`src/sv/bptc_pkg.sv`:
```
`default_nettype none

package bptc_pkg;

    // widths shared between the top level and the pressure multiplier
    localparam int RAW_W  = 24;
    localparam int SENS_W = 39;
    localparam int PROD_W = 64;

    // configuration register indexes
    typedef enum logic [2:0] {
        CFG_SENS       = 3'd0,
        CFG_OFFSET     = 3'd1,
        CFG_SENS_TC    = 3'd2,
        CFG_OFFSET_TC  = 3'd3,
        CFG_REF_TEMP   = 3'd4,
        CFG_TEMP_SLOPE = 3'd5,
        CFG_MATH_MODE  = 3'd6
    } cfg_idx_t;

    // calibration reset values
    localparam logic [15:0] SENS_RST       = 16'd40127;
    localparam logic [15:0] OFFSET_RST     = 16'd36924;
    localparam logic [15:0] SENS_TC_RST    = 16'd23317;
    localparam logic [15:0] OFFSET_TC_RST  = 16'd23282;
    localparam logic [15:0] REF_TEMP_RST   = 16'd33464;
    localparam logic [15:0] TEMP_SLOPE_RST = 16'd28312;

    // temperature constants in 0.01 C
    localparam logic signed [18:0] TEMP_REF   = 19'sd2000;
    localparam logic signed [18:0] COLD_DELTA = -19'sd3500;
    localparam logic signed [18:0] COLD_SHIFT = 19'sd3500;
    localparam logic signed [19:0] TEMP_LOW   = -20'sd4000;
    localparam logic signed [19:0] TEMP_HIGH  = 20'sd8500;

    // pressure clamp in Pa
    localparam logic signed [28:0] PRESS_HIGH = 29'sd131071;

endpackage

`default_nettype wire

```
`src/sv/bptc_mul.sv`:
```
`default_nettype none

module bptc_mul (
    input  wire logic                                 clk,
    input  wire logic                                 rst_n,
    input  wire logic                                 in_valid,
    input  wire logic [bptc_pkg::RAW_W-1:0]           d1,
    input  wire logic signed [bptc_pkg::SENS_W-1:0]   sens,
    output logic                                      out_valid,
    output logic signed [bptc_pkg::PROD_W-1:0]        prod
);
    import bptc_pkg::*;

    // sens split into an unsigned low half and a signed high half
    localparam int LO_W = 20;
    localparam int HI_W = SENS_W - LO_W;
    localparam int PP_W = RAW_W + LO_W;

    logic                   va_reg;
    logic                   vb_reg;
    logic [PP_W-1:0]        p_lo_reg;
    logic [PP_W-1:0]        p_lo_next;
    logic signed [PP_W-1:0] p_hi_reg;
    logic signed [PP_W-1:0] p_hi_next;
    logic [PROD_W-1:0]      prod_reg;
    logic [PROD_W-1:0]      prod_next;

    always_comb
    begin
        p_lo_next = d1 * sens[LO_W-1:0];
        p_hi_next = $signed({1'b0, d1}) * $signed(sens[SENS_W-1:LO_W]);
        prod_next = ({{(PROD_W-PP_W){p_hi_reg[PP_W-1]}}, p_hi_reg} << LO_W)
                  + {{(PROD_W-PP_W){1'b0}}, p_lo_reg};
    end

    always_ff @(posedge clk or negedge rst_n)
    begin
        if (!rst_n)
        begin
            va_reg <= 1'b0;
            vb_reg <= 1'b0;
        end
        else
        begin
            va_reg <= in_valid;
            vb_reg <= va_reg;
        end
    end

    always_ff @(posedge clk)
    begin
        p_lo_reg <= p_lo_next;
        p_hi_reg <= p_hi_next;
        prod_reg <= prod_next;
    end

    assign out_valid = vb_reg;
    assign prod      = $signed(prod_reg);

endmodule

`default_nettype wire
```
`config.mk`:
```
export PLATFORM = sky130hd
export DESIGN_NAME = bptc_mul
export DESIGN_NICKNAME = d
export VERILOG_FILES = /design/src/sv/bptc_pkg.sv /design/src/sv/bptc_mul.sv
export SDC_FILE = /design/constraint.sdc
export NUM_CORES = 2
export LEC_CHECK = 0
export ABC_AREA = 1
export BUFFER_PORTS_ARGS = -buffer_cell sky130_fd_sc_hd__buf_2
export CAP_MARGIN = 20
export CORE_ASPECT_RATIO = 0.75
export CORE_MARGIN = 8
export CORE_UTILIZATION = 30
export DETAILED_ROUTE_END_ITERATION = 12
export PLACE_DENSITY = 0.47
export REMOVE_ABC_BUFFERS = 1
export SYNTH_ARGS = -nofsm -noshare
export SYNTH_HDL_FRONTEND = slang
export SYNTH_SLANG_ARGS = --single-unit
```
`constraint.sdc`:
```
create_clock -name clk -period 4.9 [get_ports clk]
set_input_delay 0.245 -clock clk [delete_from_list [all_inputs] [get_ports clk]]
set_output_delay 0.245 -clock clk [all_outputs]
set_load 0.005 [all_outputs]
```
==> results.md <==
- Syn_area_per_cell: ~7.3 um^2
- Final worst setup slack: -364 ps
- Outcome: complete, but fails checks
- CTS tree: done
- Core area: between 100000 and 150000 um^2
- Share of layout cells above drive strength 1: around 24%
- Clock Sinks: around 150
- CP startpoint kind: primary input
- Post-synthesis cell count: between 5000 and 6000
- Final wirelength: between 100000 and 150000 um
- IO Pins: 131
- GR Overflow Total: 0
- Crit path time final: approximately 5300 ps
- Max Transition Viols Final: 0
- Final hold vios: 0
- Vias post-DR: 33200
- Fmax achieved: 190 MHz
- First-pass GRT wire length: 207000 um
- DR pass1 iterations: 6
- Layout area overhead: 29.7%
- Slew at the pin with the worst max-slew slack: ~530 ps
- Die Wd: roughly 430 um
- Finished Layout Cells: 7672
- Failing checks: negative setup slack
- Row cnt: 115
- Crit. End Element: flop
- Placer Congestion: roughly 0.89
- Fin area: 51000 um^2
- Number of global-route vias before repair: 34600
- Slew HR: 64.4%
- Post-route antenna net violation count: 0
- # port buffers: 130
- Unique masters post-synth: 36
- Antenna violations before repair: 3
- Clock Tree Buf Depth: 2
- Iteration-0 DRC Markers: about 2100
- Initial Utilization: a little under a third
- RSZ-0062 raised after global routing: yes
- Largest net degree at the start of global routing: 28
- Placed Area: 45400 um^2
- Share of the synthesized area in the top cell type: approximately two fifths
- Cells taking the most area after synthesis: fa_1 39%, nand2_1 16%, inv_1 16%, ha_1 11%, dfxtp_1 7.7%
- Cells after DPL: between 7000 and 8000
- Clock root buffer: clkbuf_16
- Remaining DRCs: 0
- Sequential share of the synthesized area: ~7.9%
- WP data arrival: between 5000 and 6000 ps
- GRT Overall Usage: 18.7%
- Final-layout fill cell count: ~14000
- Crit Path Category: primary input to flop
- Worst reg-to-reg setup slack: 2690 ps
- DP HPWL: approximately 110000 um
- CTS buffer count: 17
- Setup Skew: 12.2 ps
- Flops & latches, synth: ~150
- Vias/cell: ~4.3
- Hold WC Path Type: primary input to async pin
- Crit share post-route: 107%
- DR WL/cell: about 17 um
- Synth Cell Area: about 39000 um^2
- Setup violators final: 60
- Die area: roughly 140000 um^2
- Synth warn: 0
- Max reg flops: 64
- Clock Latency Late Sink: 460 ps
- Die Span Y: approximately 330 um
- Dominant cell type by area after synthesis: fa_1
- CP Data Required Time: 5240 ps
- Max Cap Violations: 0
- Setup TNS: -14380 ps
- # H-tree levels: 4
- CTS clk-pin slew, worst paths: 60 ps
- Place WS: -1380 ps
- Critical path fanouts, max: 7
- Fin nets: just over 7000
## final timing paths
check                        startpoint            to  cells after the start
max                             sens[2]  p_lo_reg[31]                     27
min                               rst_n     out_valid                      2
max reg2reg                p_lo_reg[21]      prod[44]                     12
min reg2reg                p_lo_reg[13]      prod[13]                      0
max in group asynchronous         rst_n        va_reg                      2
min in group clk                sens[0]   p_lo_reg[0]                      3
## cell type report
class / instances / area, um^2 / share of cell area (%)
Tap cell: 1755 / 2200 / 4.31
Inverter: 1655 / 6220 / 12.2
Multi-Input combinational cell: 3396 / 32600 / 63.9
Clock buffer: 17 / 425 / 0.835
Clock inverter: 15 / 145 / 0.285
Antenna cell: 2 / 5.00 / 0.00982
Timing Repair Buffer: 678 / 6320 / 12.4
Sequential cell: 154 / 3090 / 6.07
## Yosys cell counts
| cell | instances |
|---|---|
| o21bai_1 | 6 |
| o21ai_2 | 1 |
| and3_1 | 2 |
| inv_1 | 1651 |
| xor2_1 | 53 |
| clkinv_1 | 1 |
| and2_1 | 2 |
| nor2_2 | 21 |
| or2_2 | 12 |
| or2_1 | 4 |
| nand2_2 | 18 |
| and2_4 | 1 |
| nand3b_1 | 5 |
| dfxtp_1 | 152 |
| a21oi_1 | 77 |
| nand3_1 | 93 |
| clkbuf_1 | 156 |
| nor2_1 | 180 |
| nor3_1 | 18 |
| nand2_1 | 1688 |
| nand4_2 | 1 |
| xnor2_1 | 22 |
| nor4_1 | 2 |
| nor3_2 | 5 |
| nand4_1 | 13 |
| a31oi_1 | 9 |
| ha_1 | 350 |
| a21o_1 | 3 |
| nand3_2 | 15 |
| inv_2 | 3 |
| fa_1 | 766 |
| nor2_4 | 3 |
| buf_1 | 18 |
| dfrtp_1 | 2 |
| o21ai_0 | 24 |
| nand2b_1 | 2 |
## cells in the final DEF (no fill, tap or decap), types with 31 or more instances in the layout
cell type,n
inv_1,1551
buf_2,84
nand2_2,167
fa_2,83
a21oi_2,31
nand3_2,31
nor2_1,122
nand2_1,1480
nand2_4,53
nand3_1,68
ha_4,77
fa_1,683
a21oi_1,36
dfxtp_1,152
buf_4,441
buf_12,63
ha_1,270
nor2_2,39
xor2_1,39
buf_6,59
inv_2,100
nor2_4,43
## worst max-delay path, cell delays in order
cell and delay (ps):
buf_12 120, buf_4 130, buf_4 120, nand2_2 60
inv_2 30, fa_2 420, fa_1 500, inv_2 40
fa_1 510, inv_2 80, fa_1 510, fa_1 500
fa_1 490, inv_1 50, fa_1 500, inv_2 50
ha_4 290, buf_6 110, nand2_8 60, nor2_4 210
nand2_2 110, nor2_4 110, nand2_2 70, nand3_4 80
nand2_2 60, nand3_1 70, nand2_1 70
## layer usage
layer | track usage, % | share of wire (%) | vias up
met3 | 3.91 | 7.5 | 95
met1 | 29.4 | 51 | 16100
met5 | 0 | 0.0098 | -
met4 | 3.46 | 1.8 | 2
met2 | 26.2 | 39 | 865
li1 | - | - | 16100
## stage by stage
stage	hold WS (ps)	util (%)
final	100	39.1
after floorplan	-50.6	-
after detailed placement	33.5	34.8
after global routing	93.0	39.0
after CTS	68.6	37.7
after global placement	30.0	34.8
## repair_timing
action	CTS	global route
hold endpoints to repair	3	0
gates cloned	11	3
hold buffers	2	0
setup buffers	59	32
pin swaps	201	243
gates resized for setup	591	401
setup endpoints to repair	69	70
## cells by family after synthesis
family / synth area share [%]
AOI/OAI and AO/OA: 1.62
xor gates and xnor gates: 1.67
adders and majority gates: 50.2
buffers and inverters: 17.5
DFF: 7.87
and+or+nand+nor: 21.2
Power is left out: the tool's default activity adds up to more than one toggle a clock period on the data nets, which glitch-free logic cannot reach.
